<file path="config.mk">
export PLATFORM = sky130hd
export DESIGN_NAME = cbt_lane
export DESIGN_NICKNAME = d
export VERILOG_FILES = /design/src/design/assert_macros.svh /design/src/design/cbt_pkg.sv /design/src/design/cbt_lane.sv
export SDC_FILE = /design/constraint.sdc
export NUM_CORES = 2
export LEC_CHECK = 0
export ABC_AREA = 1
export BUFFER_PORTS_ARGS = -buffer_cell sky130_fd_sc_hd__clkbuf_2
export CAP_MARGIN = 20
export CORE_UTILIZATION = 35
export DETAILED_ROUTE_END_ITERATION = 10
export GPL_ROUTABILITY_DRIVEN = 0
export REMOVE_ABC_BUFFERS = 1
export SLEW_MARGIN = 20
export SYNTH_ARGS = -nofsm -noshare
export SYNTH_HDL_FRONTEND = slang
export SYNTH_SLANG_ARGS = --single-unit
</file>
<file path="constraint.sdc">
create_clock -name clk -period 16.6 [get_ports clk]
set_clock_uncertainty 0.05 [all_clocks]
set_input_delay 3.32 -clock clk [delete_from_list [all_inputs] [get_ports clk]]
set_output_delay 3.32 -clock clk [all_outputs]
set_load 0.005 [all_outputs]
</file>
<file path="src/design/assert_macros.svh">
// ----------------------------------------------------------------------------
// Assertion macros
// Concurrent assertion wrappers on clk, with and without a reset guard.
// ----------------------------------------------------------------------------
`ifndef ASSERT_MACROS_SVH
`define ASSERT_MACROS_SVH
`ifndef SYNTHESIS
// Check on every rising clk edge, suspended while rst is high.
`define CBT_ASSERT_RST(label, prop) \
  label: assert property (@(posedge clk) disable iff (rst) prop) \
    else $error("cbt assertion failed");
// Check on every rising clk edge, reset included.
`define CBT_ASSERT_CLK(label, prop) \
  label: assert property (@(posedge clk) prop) \
    else $error("cbt assertion failed");
`else
`define CBT_ASSERT_RST(label, prop)
`define CBT_ASSERT_CLK(label, prop)
`endif
`endif

</file>
<file path="src/design/cbt_pkg.sv">
// ----------------------------------------------------------------------------
// cbt_pkg
// Types, constants and the fixed-point lerp shared by the tessellator.
// ----------------------------------------------------------------------------
package cbt_pkg;

  localparam int COORD_WIDTH = 32;
  localparam int DIFF_WIDTH  = COORD_WIDTH + 1;
  localparam int IDX_WIDTH   = 6;
  localparam int PROD_WIDTH  = DIFF_WIDTH + IDX_WIDTH + 1;
  localparam int LOG2_WIDTH  = 3;
  localparam int NUM_AXES    = 3;

  localparam logic [LOG2_WIDTH-1:0] MAX_LOG2   = 3'd5;
  localparam logic [LOG2_WIDTH-1:0] RESET_LOG2 = 3'd4;

  typedef logic signed [COORD_WIDTH-1:0] coord_t;

  typedef struct packed {
    coord_t p0_x;
    coord_t p0_y;
    coord_t p0_z;
    coord_t p1_x;
    coord_t p1_y;
    coord_t p1_z;
    coord_t p2_x;
    coord_t p2_y;
    coord_t p2_z;
    coord_t p3_x;
    coord_t p3_y;
    coord_t p3_z;
  } in_item_t;

  typedef struct packed {
    coord_t                 point_x;
    coord_t                 point_y;
    coord_t                 point_z;
    logic [IDX_WIDTH-1:0]   point_index;
    logic                   last_point;
  } out_item_t;

  // Per-point control that travels alongside the lane data.
  typedef struct packed {
    logic [IDX_WIDTH-1:0]  index;
    logic                  last;
    logic [LOG2_WIDTH-1:0] shift;
  } tag_t;

  // a + floor(i * (b - a) / 2^k); the result always lies between a and b.
  function automatic coord_t lerp(coord_t a, coord_t b,
                                  logic [IDX_WIDTH-1:0] i,
                                  logic [LOG2_WIDTH-1:0] k);
    logic signed [DIFF_WIDTH-1:0] d;
    logic signed [PROD_WIDTH-1:0] p;
    logic signed [PROD_WIDTH-1:0] q;
    d = $signed({b[COORD_WIDTH-1], b}) - $signed({a[COORD_WIDTH-1], a});
    p = PROD_WIDTH'(d) * PROD_WIDTH'($signed({1'b0, i}));
    q = p >>> k;
    lerp = a + coord_t'(q[COORD_WIDTH-1:0]);
  endfunction

endpackage

</file>
<file path="src/design/cbt_lane.sv">
// ----------------------------------------------------------------------------
// cbt_lane
// One axis of the de Casteljau evaluator: three lerp levels, two registered.
// ----------------------------------------------------------------------------
module cbt_lane
  import cbt_pkg::*;
(
  input  logic   clk,
  input  logic   en,
  input  tag_t   tag,
  input  coord_t c0,
  input  coord_t c1,
  input  coord_t c2,
  input  coord_t c3,
  output coord_t result
);

  coord_t e;
  coord_t f;
  coord_t g;
  coord_t h;
  coord_t j;
  tag_t   tag1;
  tag_t   tag2;

  // First level: three lerps over the control polygon.
  always_ff @(posedge clk) begin
    if (en) begin
      e    <= lerp(c0, c1, tag.index, tag.shift);
      f    <= lerp(c1, c2, tag.index, tag.shift);
      g    <= lerp(c2, c3, tag.index, tag.shift);
      tag1 <= tag;
    end
  end

  // Second level.
  always_ff @(posedge clk) begin
    if (en) begin
      h    <= lerp(e, f, tag1.index, tag1.shift);
      j    <= lerp(f, g, tag1.index, tag1.shift);
      tag2 <= tag1;
    end
  end

  // Final level feeds the merge register.
  assign result = lerp(h, j, tag2.index, tag2.shift);

endmodule

</file>
; ---- After elaboration in Yosys (flattened, before gate mapping)
; Cells that the tools add are included.
[word_totals]
regBits = 178
input_bits = 140
out_inout_bits = 32
word_cells = 33
[op_classes]
n_addsub = 12
multipliers = 6
shift = 6
[ops]
columns = op, count
row1 = $mul 33x7->40, 6
row2 = $sshr 40x3->32, 6
row3 = $sub 32x32->33, 6
row4 = $add 32x32->32, 6

; ---- Depth between registers and ports, before layout
[depth]
word_depth = 4
depth_mapped = 52
depth_no_buf = 52

; ---- Worst setup path after synthesis
; No wires, ideal clock.
[synth_path]
path_kind = register to output
from = register j[0]
to = output result[31]
arrival_ps = 7356
required_ps = 13230
slack_ps = 5874
path_stages_with_launch = 50
n_path_buf = 0
cell_sequence = edfxtp_1 > inv_1 > ha_1 > inv_1 > fa_1 > nand2_1 > nand2_1 > nand3_1 > a21oi_1 > nor2_1 > o21bai_2 > a21boi_1 > o21ai_2 > nand2_1 > nand2_1 > xnor2_1 > or2_1 > fa_1 > (+14 left out) > nand3_1 > nand3_1 > nand3_1 > nand2_1 > ha_1 > nand2_1 > nor4_1 > nand3_1 > nand3_1 > nand2_1 > o211ai_1 > nand2_1 > nand2_1 > nand2_1 > nand2_1 > inv_1 > nand3_1 > nand2_1
[synth_via]
elab_chain_cells = 4
[synth_rtl]
columns = element, line
row1 = from (decl), cbt_lane.sv:22  ; coord_t j;
row2 = from (signal assigned), cbt_lane.sv:40  ; j <= lerp(f, g, tag1.index, tag1.shift);
row3 = $sub 32x32->33, cbt_pkg.sv:56  ; d = $signed({b[COORD_WIDTH-1], b}) - $signed({a[COORD_WIDTH-1], a});
row4 = $mul 33x7->40, cbt_pkg.sv:57  ; p = PROD_WIDTH'(d) * PROD_WIDTH'($signed({1'b0, i}));
row5 = $sshr 40x3->32, cbt_pkg.sv:58  ; q = p >>> k;
row6 = $add 32x32->32, cbt_pkg.sv:59  ; lerp = a + coord_t'(q[COORD_WIDTH-1:0]);
row7 = to (decl), cbt_lane.sv:15  ; output coord_t result
; Every way passes these cells.

; ---- Worst setup path in the final report
[layout_path]
from = register h[2]
to = output result[31]
[layout_via]
elab_chain_cells = 4
[layout_rtl]
columns = element, line
row1 = from (decl), cbt_lane.sv:21  ; coord_t h;
row2 = from (signal assigned), cbt_lane.sv:39  ; h <= lerp(e, f, tag1.index, tag1.shift);
row3 = $sub 32x32->33, cbt_pkg.sv:56
row4 = $mul 33x7->40, cbt_pkg.sv:57
row5 = $sshr 40x3->32, cbt_pkg.sv:58
row6 = $add 32x32->32 (*), cbt_pkg.sv:59
; Every way passes the cells marked *; elsewhere a longest branch is shown, timed or not.

==> flow_metrics.env <==
export IMPL_status="completed"
export IMPL_ys_types=70
export IMPL_nFillCells=22853
export IMPL_fmax_mhz=78.1
export IMPL_crit_fanout=6
export IMPL_area_delta_synth_final_pct=5.80
export IMPL_grt_max_degree=97
export IMPL_clockBufferDepth=2
export IMPL_synthFlopType="edfxtp_1"
export IMPL_topRoutingLayerUsed="met5"
export IMPL_hold_buffers=0
export IMPL_wl_met3_um=15800
export IMPL_grt_pass1_wl_um=363000
export IMPL_worstMarginPinSlew_ns=1.08
export IMPL_hold_path_class="reg -> reg"
export IMPL_critPathLaunchType="flop"
export IMPL_synth_ff_latch_count=178
export IMPL_place_area_um2=77700
export IMPL_postCtsResizedCells=0
export IMPL_hold_ws_ns=0.702
export IMPL_die_h_um=462
export IMPL_via_per_inst=5.16
export IMPL_die_w_um=462
export IMPL_wl_met1_um=107000
export IMPL_slew_viol_final=0
export IMPL_cts_max_level=4
export IMPL_cp_end_kind="output pin"
export IMPL_setup_worst_path_class="reg -> out"
export IMPL_hold_violations=0
export IMPL_post_cts_setup_buffer_count=0
export IMPL_antenna_found_initial=13
export IMPL_async_flop_share_pct=0
export IMPL_cp_common_cell="nand2_1"
export IMPL_cap_viol_max_count=0
export IMPL_required_ns=13.23
export IMPL_start_util_pct=35.3
export IMPL_dieArea_um2=213000
export IMPL_slew_headroom_pct=28.0
export IMPL_gr_total_overflow=0
export IMPL_dp_hpwl_um=202000
export IMPL_critPathMaxStageDelay_ns=0.52
export IMPL_routed_wirelength_um=232000
export IMPL_synthCells=10715
export IMPL_ant_nets=0
export IMPL_clock_latency_ns=0.48
export IMPL_clkTransAtPathRegs_ns=0.08
export IMPL_period_minus_slack_ns=12.81
export IMPL_syn_cell_area_um2=74100
export IMPL_finish_net_count=12506
export IMPL_seq_area_frac_synth_pct=7.22
export IMPL_ios=172
export IMPL_wl_met2_um=103000
export IMPL_vias=69726
export IMPL_drive_gt1_share_pct=4.97
export IMPL_rsz0062_at_grt="false"
export IMPL_port_buffers=170
export IMPL_cts_root_buffer="clkbuf_16"
export IMPL_slowest_stage="edfxtp_1"
export IMPL_first_global_vias=66250
export IMPL_core_area_um2=210000
export IMPL_setup_tns_ns=0
export IMPL_finalCritPeriodShare_pct=77.1
export IMPL_cts_tree="done"
export IMPL_post_synth_cell_area_avg_um2=6.91
export IMPL_grt_usage_pct=21.4
export IMPL_clock_sinks=178
export IMPL_route_detailed_wl_per_inst_um=17.2
export IMPL_final_common_cell="nand2_1"
export IMPL_initialDrtViolationCount=4912
export IMPL_utilization_pct=37.3
export IMPL_synth_edf_count=178
export IMPL_route_detailed_drc=0
export IMPL_crit_arrival_ns=9.44
export IMPL_seq_area_um2=5350
export IMPL_multi_input_area_um2=60900
export IMPL_final_setup_viol_count=0
export IMPL_rows=168
export IMPL_ys_warn_count=0
export IMPL_mostFrequentLayoutCells="1815 x nand2_1, 1783 x inv_1, 1462 x nor2_1"
export IMPL_stdcell_area_um2=78300
export IMPL_firstDrtPassIters=6
export IMPL_numCtsBuffers=17
## registers in the layout (all words and copies together) (netlist names)
name,flops
f,32
tag1,9
tag2,9
e,32
g,32
j,32
h,32
## layout make-up
cell class | count | share of cell area [%]
inverter | 1819 | 8.72
clock buffer | 17 | 0.543
timing repair buffer | 209 | 1.48
multi-input combinational | 8473 | 77.7
sequential | 178 | 6.82
clock inverter | 14 | 0.209
antenna | 7 | 0.0224
tap | 2805 | 4.48
## layer usage
metal	global-route usage, %	vias up
met5	0	-
met4	6.36	22
met3	2.74	293
met2	34.2	2100
met1	29.9	32761
li1	-	34550
## worst paths after layout
kind / cells past startpoint / end / slack (ns) / startpoint
max: 47 / result[31] / 3.79 / h[2]
min: 1 / tag2[5] / 0.70 / tag1[5]
max reg2reg: 41 / j[28] / 7.07 / f[1]
min reg2reg: 1 / tag2[5] / 0.70 / tag1[5]
## synth_stat cells (100+ instances only)
master,n,share of area [%]
a21oi_1,692,4.7
clkbuf_1,173,0.88
edfxtp_1,178,7.2
fa_1,810,22
ha_1,858,14
inv_1,1789,9.1
nand2_1,1815,9.2
nand3_1,932,6.3
nor2_1,1462,7.4
nor3_1,100,0.68
o21ai_0,441,3.0
xnor2_1,188,2.2
xor2_1,279,3.3
## worst max-delay path, delay by kind of cell, from the launching register on
family / cells / cell delay (ns)
adder cells (fa/ha/maj): 7 / 2.94
AND/OR/NAND/NOR: 23 / 2.68
AO/OA/AOI/OAI: 10 / 1.99
flip-flops: 1 / 0.52
buffers and inverters: 6 / 0.50
XOR/XNOR: 1 / 0.33
## metrics by stage
step                      worst slack [ns]  instances
after detailed placement              4.22      13484
after floorplan                       5.82      10470
after CTS                             3.78      13515
after global placement                4.24      13484
after global routing                  3.04      13516
final                                 3.79      13522
## kinds of logic (layout without fill, tap and decap cells)
logic type | after synthesis | in the layout | share of synthesized area, %
simple gates | 4666 | 4666 | 26.8
buf+inv | 2064 | 2059 | 10.6
fa+ha+maj | 1668 | 1668 | 36.4
compound gates | 1608 | 1608 | 12.6
xor+xnor | 477 | 477 | 5.74
flops | 178 | 178 | 7.22
mux | 54 | 54 | 0.730
other cells | 0 | 7 | 0
Power is not shown: default switching activity piles up to over one toggle a cycle in this logic, so the estimate is an artifact.
