--- src/design/assert_macros.svh ---
// ----------------------------------------------------------------------------
// Assertion macros
// Concurrent assertion wrappers on clk, with and without a reset guard.
// ----------------------------------------------------------------------------
`ifndef ASSERT_MACROS_SVH
`define ASSERT_MACROS_SVH
`ifndef SYNTHESIS
// Check on every rising clk edge, suspended while rst is high.
`define CBT_ASSERT_RST(label, prop) \
  label: assert property (@(posedge clk) disable iff (rst) prop) \
    else $error("cbt assertion failed");
// Check on every rising clk edge, reset included.
`define CBT_ASSERT_CLK(label, prop) \
  label: assert property (@(posedge clk) prop) \
    else $error("cbt assertion failed");
`else
`define CBT_ASSERT_RST(label, prop)
`define CBT_ASSERT_CLK(label, prop)
`endif
`endif

--- src/design/cbt_pkg.sv ---
// ----------------------------------------------------------------------------
// cbt_pkg
// Types, constants and the fixed-point lerp shared by the tessellator.
// ----------------------------------------------------------------------------
package cbt_pkg;

  localparam int COORD_WIDTH = 32;
  localparam int DIFF_WIDTH  = COORD_WIDTH + 1;
  localparam int IDX_WIDTH   = 6;
  localparam int PROD_WIDTH  = DIFF_WIDTH + IDX_WIDTH + 1;
  localparam int LOG2_WIDTH  = 3;
  localparam int NUM_AXES    = 3;

  localparam logic [LOG2_WIDTH-1:0] MAX_LOG2   = 3'd5;
  localparam logic [LOG2_WIDTH-1:0] RESET_LOG2 = 3'd4;

  typedef logic signed [COORD_WIDTH-1:0] coord_t;

  typedef struct packed {
    coord_t p0_x;
    coord_t p0_y;
    coord_t p0_z;
    coord_t p1_x;
    coord_t p1_y;
    coord_t p1_z;
    coord_t p2_x;
    coord_t p2_y;
    coord_t p2_z;
    coord_t p3_x;
    coord_t p3_y;
    coord_t p3_z;
  } in_item_t;

  typedef struct packed {
    coord_t                 point_x;
    coord_t                 point_y;
    coord_t                 point_z;
    logic [IDX_WIDTH-1:0]   point_index;
    logic                   last_point;
  } out_item_t;

  // Per-point control that travels alongside the lane data.
  typedef struct packed {
    logic [IDX_WIDTH-1:0]  index;
    logic                  last;
    logic [LOG2_WIDTH-1:0] shift;
  } tag_t;

  // a + floor(i * (b - a) / 2^k); the result always lies between a and b.
  function automatic coord_t lerp(coord_t a, coord_t b,
                                  logic [IDX_WIDTH-1:0] i,
                                  logic [LOG2_WIDTH-1:0] k);
    logic signed [DIFF_WIDTH-1:0] d;
    logic signed [PROD_WIDTH-1:0] p;
    logic signed [PROD_WIDTH-1:0] q;
    d = $signed({b[COORD_WIDTH-1], b}) - $signed({a[COORD_WIDTH-1], a});
    p = PROD_WIDTH'(d) * PROD_WIDTH'($signed({1'b0, i}));
    q = p >>> k;
    lerp = a + coord_t'(q[COORD_WIDTH-1:0]);
  endfunction

endpackage

--- src/design/cbt_merge.sv ---
// ----------------------------------------------------------------------------
// cbt_merge
// Tracks point valids along the lanes and registers the merged output point.
// ----------------------------------------------------------------------------
`include "assert_macros.svh"

module cbt_merge
  import cbt_pkg::*;
(
  input  logic      clk,
  input  logic      rst,
  input  logic      issue,
  input  tag_t      tag,
  input  coord_t    lane_result [NUM_AXES],
  input  logic      stall,
  output logic      en,
  output logic      valid,
  output out_item_t item
);

  logic v1;
  logic v2;
  tag_t tag1;
  tag_t tag2;

  // Advance the whole pipe whenever the output register can move.
  assign en = !valid || !stall;

  always_ff @(posedge clk) begin
    if (rst) begin
      v1    <= 1'b0;
      v2    <= 1'b0;
      valid <= 1'b0;
    end else if (en) begin
      v1    <= issue;
      v2    <= v1;
      valid <= v2;
    end
  end

  always_ff @(posedge clk) begin
    if (en) begin
      tag1             <= tag;
      tag2             <= tag1;
      item.point_x     <= lane_result[0];
      item.point_y     <= lane_result[1];
      item.point_z     <= lane_result[2];
      item.point_index <= tag2.index;
      item.last_point  <= tag2.last;
    end
  end

  `CBT_ASSERT_RST(a_last_pow2, (valid && item.last_point) |-> ($countones(item.point_index) == 1))
  `CBT_ASSERT_RST(a_pipe_fill, (v2 && en) |=> valid)
  `CBT_ASSERT_RST(a_pipe_hold, (valid && stall) |=> ($stable(v1) && $stable(v2)))

endmodule

--- config.mk ---
export PLATFORM = sky130hd
export DESIGN_NAME = cbt_merge
export DESIGN_NICKNAME = d
export VERILOG_FILES = /design/src/design/cbt_pkg.sv /design/src/design/cbt_merge.sv
export VERILOG_INCLUDE_DIRS = /design/src /design/src/design
export SDC_FILE = /design/constraint.sdc
export NUM_CORES = 1
export LEC_CHECK = 0
export BUFFER_PORTS_ARGS = -buffer_cell sky130_fd_sc_hd__buf_2
export CAP_MARGIN = 20
export CORE_UTILIZATION = 38
export CTS_CLUSTER_DIAMETER = 120
export DETAILED_ROUTE_END_ITERATION = 10
export PLACE_DENSITY = 0.74
export SYNTH_ARGS = -nofsm -noshare
export SYNTH_HDL_FRONTEND = slang
export SYNTH_SLANG_ARGS = --single-unit
--- constraint.sdc ---
create_clock -name clk -period 2.25 [get_ports clk]
set_input_delay 0.3375 -clock clk [delete_from_list [all_inputs] [get_ports clk]]
set_output_delay 0.3375 -clock clk [all_outputs]
set_load 0.005 [all_outputs]
# [Word level (Yosys, flattened, before mapping)]
# Cells that the tools add are included.
[word_totals] regBits=120 input_bits=110 word_cells=15
[classes] n_reduce_logical=3
[op_table] op="$logic_not A1 Y1" count=2
[op_table] op="$logic_or A1 B1 Y1" count=1

# [Logic depth before layout (Yosys ltp)]
[logic_depth] word_depth=2 ltp_mapped=2 ltp_nobuf=2

# [Worst setup path after synthesis]
# Ideal clock, no wire load.
[synth_timing] path_kind="input to register" start="input stall" end="register item[0] (netlist name) (enable)" setup_ns=0.419 arrival_time_ns=1.768 slack_ns=0.063 cell_stages=2 path_buffers=0 cell_sequence="and2_4 inv_2"
[synth_via] elab_chain_len=2
[synth_lines] item="from (decl)" line="cbt_merge.sv:15" text="input logic stall,"
[synth_lines] item="$logic_not A1 Y1" line="cbt_merge.sv:27" text="assign en = !valid || !stall;"
[synth_lines] item="$logic_or A1 B1 Y1" line="cbt_merge.sv:27"
[synth_lines] item="named net en" line="cbt_merge.sv:16" text="output logic en,"
[synth_lines] item="to (decl)" line="cbt_merge.sv:18" text="output out_item_t item"
# The timed path passes the listed nets, and every way through them passes these cells.
# A chain may end at the register's enable or synchronous reset.

# [Worst setup path in the final report]
[layout_timing] start="register valid" end="output en"
[layout_via] elab_chain_len=2
[layout_lines] item="from (decl)" line="cbt_merge.sv:17" text="output logic valid,"
[layout_lines] item="from (signal assigned)" line="cbt_merge.sv:37" text="valid <= v2;"
[layout_lines] item="$logic_not A1 Y1" line="cbt_merge.sv:27"
[layout_lines] item="$logic_or A1 B1 Y1" line="cbt_merge.sv:27"
[layout_lines] item="to (decl)" line="cbt_merge.sv:16"
# Every way passes these cells.

==> results.sh <==
export IMPL_cts_path_max_buffers=2
export IMPL_crit_type="reg2out"
export IMPL_min_delay_path_depth=1
export IMPL_numPortBuffers=211
export IMPL_cp_top_family="buffers and inverters"
export IMPL_core_area_um2=9240
export IMPL_hold_viol_final=0
export IMPL_layout_min_cycle_time_ns=1.92
export IMPL_drt_iter0_drc=89
export IMPL_start_util_pct=39.3
export IMPL_grt_ovfl_total=0
export IMPL_drt_wl_total_um=9870
export IMPL_syn_nets=239
export IMPL_cts_tree="yes"
export IMPL_drv_slew=0
export IMPL_crit_cells=3
export IMPL_max_cap_viol_count=0
export IMPL_grt_pass1_vias=2922
export IMPL_ys_types=10
export IMPL_avgSynthCellArea_um2=28.1
export IMPL_io_pins=215
export IMPL_crit_start="valid$_SDFFE_PP0P_"
export IMPL_rsz0062_at_grt="false"
export IMPL_cts_sinks=120
export IMPL_grt_start_max_net_pins=43
export IMPL_cts_hold_buf=98
export IMPL_worst_clock_skew_ns=0.00758
export IMPL_hpwl_um=5260
export IMPL_min_from="tag[9]"
export IMPL_final_antenna_net_count=0
export IMPL_reg2regPathDepth=3
export IMPL_vias=2576
export IMPL_crit_fanout=38
export IMPL_numCtsBuffers=17
export IMPL_cts_root_buffer_cell="clkbuf_8"
export IMPL_clk_latency_ns=0.50
export IMPL_post_route_period_util_pct=85.5
export IMPL_endpoint_kind="primary output"
export IMPL_place_congestion=0.714
export IMPL_worst_pin_slew_ns=0.480
export IMPL_track_usage_pct=19.9
export IMPL_antenna_found_initial=0
export IMPL_ys_warn_count=0
export IMPL_fmax_ghz=0.520
export IMPL_drt_vias_per_instance=4.26
export IMPL_die_w_um=99.8
export IMPL_ys_ff_latch=120
export IMPL_path_cells="and2_4, inv_4, buf_2"
export IMPL_drive_gt1_share_pct=52.0
export IMPL_die_height_um=99.8
export IMPL_slowest_stage="inv_4"
export IMPL_ys_seq_area_share_pct=98.4
export IMPL_dieArea_um2=9950
export IMPL_netlist_area_um2=3630
export IMPL_fillers=601
export IMPL_clk_pin_slew_ns=0.06
export IMPL_met2_usage_pct=35.8
export IMPL_leakagePower_nw=2.83
export IMPL_startpoint_type="flip-flop"
export IMPL_r2r_start="valid$_SDFFE_PP0P_"
export IMPL_crit_buf_inv=2
export IMPL_hp_class="in2reg"
export IMPL_post_cts_setup_buffers=0
export IMPL_critPathMaxStageDelay_ns=0.36
export IMPL_place_area_um2=4900
export IMPL_antennaDiodeCount=0
export IMPL_grt_busiest_layer="met2"
export IMPL_final_area_um2=6480
export IMPL_setup_viol=0
export IMPL_powerDensity_nw_per_um2=889
export IMPL_synthCells=129
export IMPL_grt_pass1_wl_um=14200
export IMPL_slew_headroom_pct=68.0
export IMPL_dr_pass1_iters=5
export IMPL_drc=0
export IMPL_use_met1_pct=19.7
export IMPL_required_ns=1.91
export IMPL_grtUsageMet3_pct=8.22
export IMPL_std_cell_rows=35
export IMPL_nets=572
export IMPL_post_cts_resize_count=0
export IMPL_cts_htree_levels=4
export IMPL_syn2layout_area_growth_pct=78.5
export IMPL_worstPathArrival_ns=1.59
export IMPL_fin_setup_tns_ns=0
export IMPL_avgRoutedWirePerCell_um=16.3
export IMPL_ir_drop_v=0.000617
export IMPL_outcome="finished clean"
-- power breakdown --
part	leakage [nW]	switching (mW)	internal, mW
logic	1.29	0.148	0.256
clock network	0.291	0.912	1.80
registers	1.26	0.0395	2.60
total	2.83	1.10	4.66
-- path summary, 6_finish.rpt --
kind	slack (ns)	to
worst min-delay path	0.03	tag1[9]$_DFFE_PP_
worst max register to register	0.71	item[23]$_DFFE_PP_
worst max-delay path	0.33	en
worst min register to register	0.42	tag2[6]$_DFFE_PP_
-- per-layer routing --
layer | part of all wire (%) | wire length (um) | vias to the layer above
met5 | 0 | 0 | -
met1 | 35 | 3480 | 1225
li1 | - | - | 1189
met2 | 55 | 5410 | 144
met3 | 8.3 | 817 | 18
met4 | 1.6 | 161 | 0
-- area by class of cell --
cell class	instances	area, um2	area share [%]
flip-flops and latches	120	3570	55.1
well taps	129	161	2.49
repair buffers	314	2090	32.2
multi-input cells	8	53.8	0.830
inverters	1	6.26	0.0965
clock inverters	8	120	1.85
clock buffers	24	480	7.41
-- cells in the mapped netlist (all sizes together) --
master / number / area share (%)
and2: 1 / 0.24
a21oi: 1 / 0.14
edfxtp: 117 / 97
inv: 1 / 0.10
nand4b: 1 / 0.24
nor2: 1 / 0.10
mux2i: 1 / 0.28
o21ai: 1 / 0.14
nand2b: 2 / 0.34
dfxtp: 3 / 1.7
-- cell usage in the layout (no fill, tap or decap), types with 2 or more instances in the layout --
| master | netlist | routed |
|---|---|---|
| clkinv_2 | 0 | 3 |
| dfxtp_1 | 3 | 3 |
| clkbuf_1 | 0 | 3 |
| clkinvlp_4 | 0 | 2 |
| buf_4 | 0 | 4 |
| nand2b_1 | 2 | 2 |
| dlygate4sd3_1 | 0 | 98 |
| clkbuf_16 | 0 | 16 |
| edfxtp_1 | 117 | 117 |
| clkbuf_8 | 0 | 5 |
| bufinv_16 | 0 | 3 |
| buf_2 | 0 | 211 |
-- worst register-to-register path, stage by stage, from the launching register on --
cell and delay [ns]:
dfxtp_1 0.34, and2_4 0.17, inv_4 0.36, buf_4 0.35
-- metrics by stage --
step | hold WS [ns] | util (%) | cells | setup WS [ns] | power, mW
after global routing | 0.00662 | 70.2 | 604 | 0.242 | 5.92
after global placement | 0.402 | 53.0 | 474 | 0.620 | 2.93
final | 0.0314 | 70.2 | 604 | 0.327 | 5.76
after detailed placement | 0.405 | 53.0 | 474 | 0.592 | 2.94
after floorplan | 0.400 | - | 129 | 0.0628 | 2.72
after CTS | 0.0000189 | 70.2 | 604 | 0.321 | 5.78
-- logic make-up (layout without fill, tap and decap cells) --
logic type,after synthesis,in the layout,synth area share (%)
flip-flops,120,120,98.4
AND/OR/NAND/NOR,5,5,0.930
AO/OA/AOI/OAI,2,2,0.275
multiplexers,1,1,0.276
buffers and inverters,1,347,0.103
-- flip-flops by register name, indices dropped and copies added (netlist names) --
name   flops
item     103
tag1       7
valid      1
v2         1
v1         1
tag2       7
No activity file was read; power rests on OpenSTA's default activity.
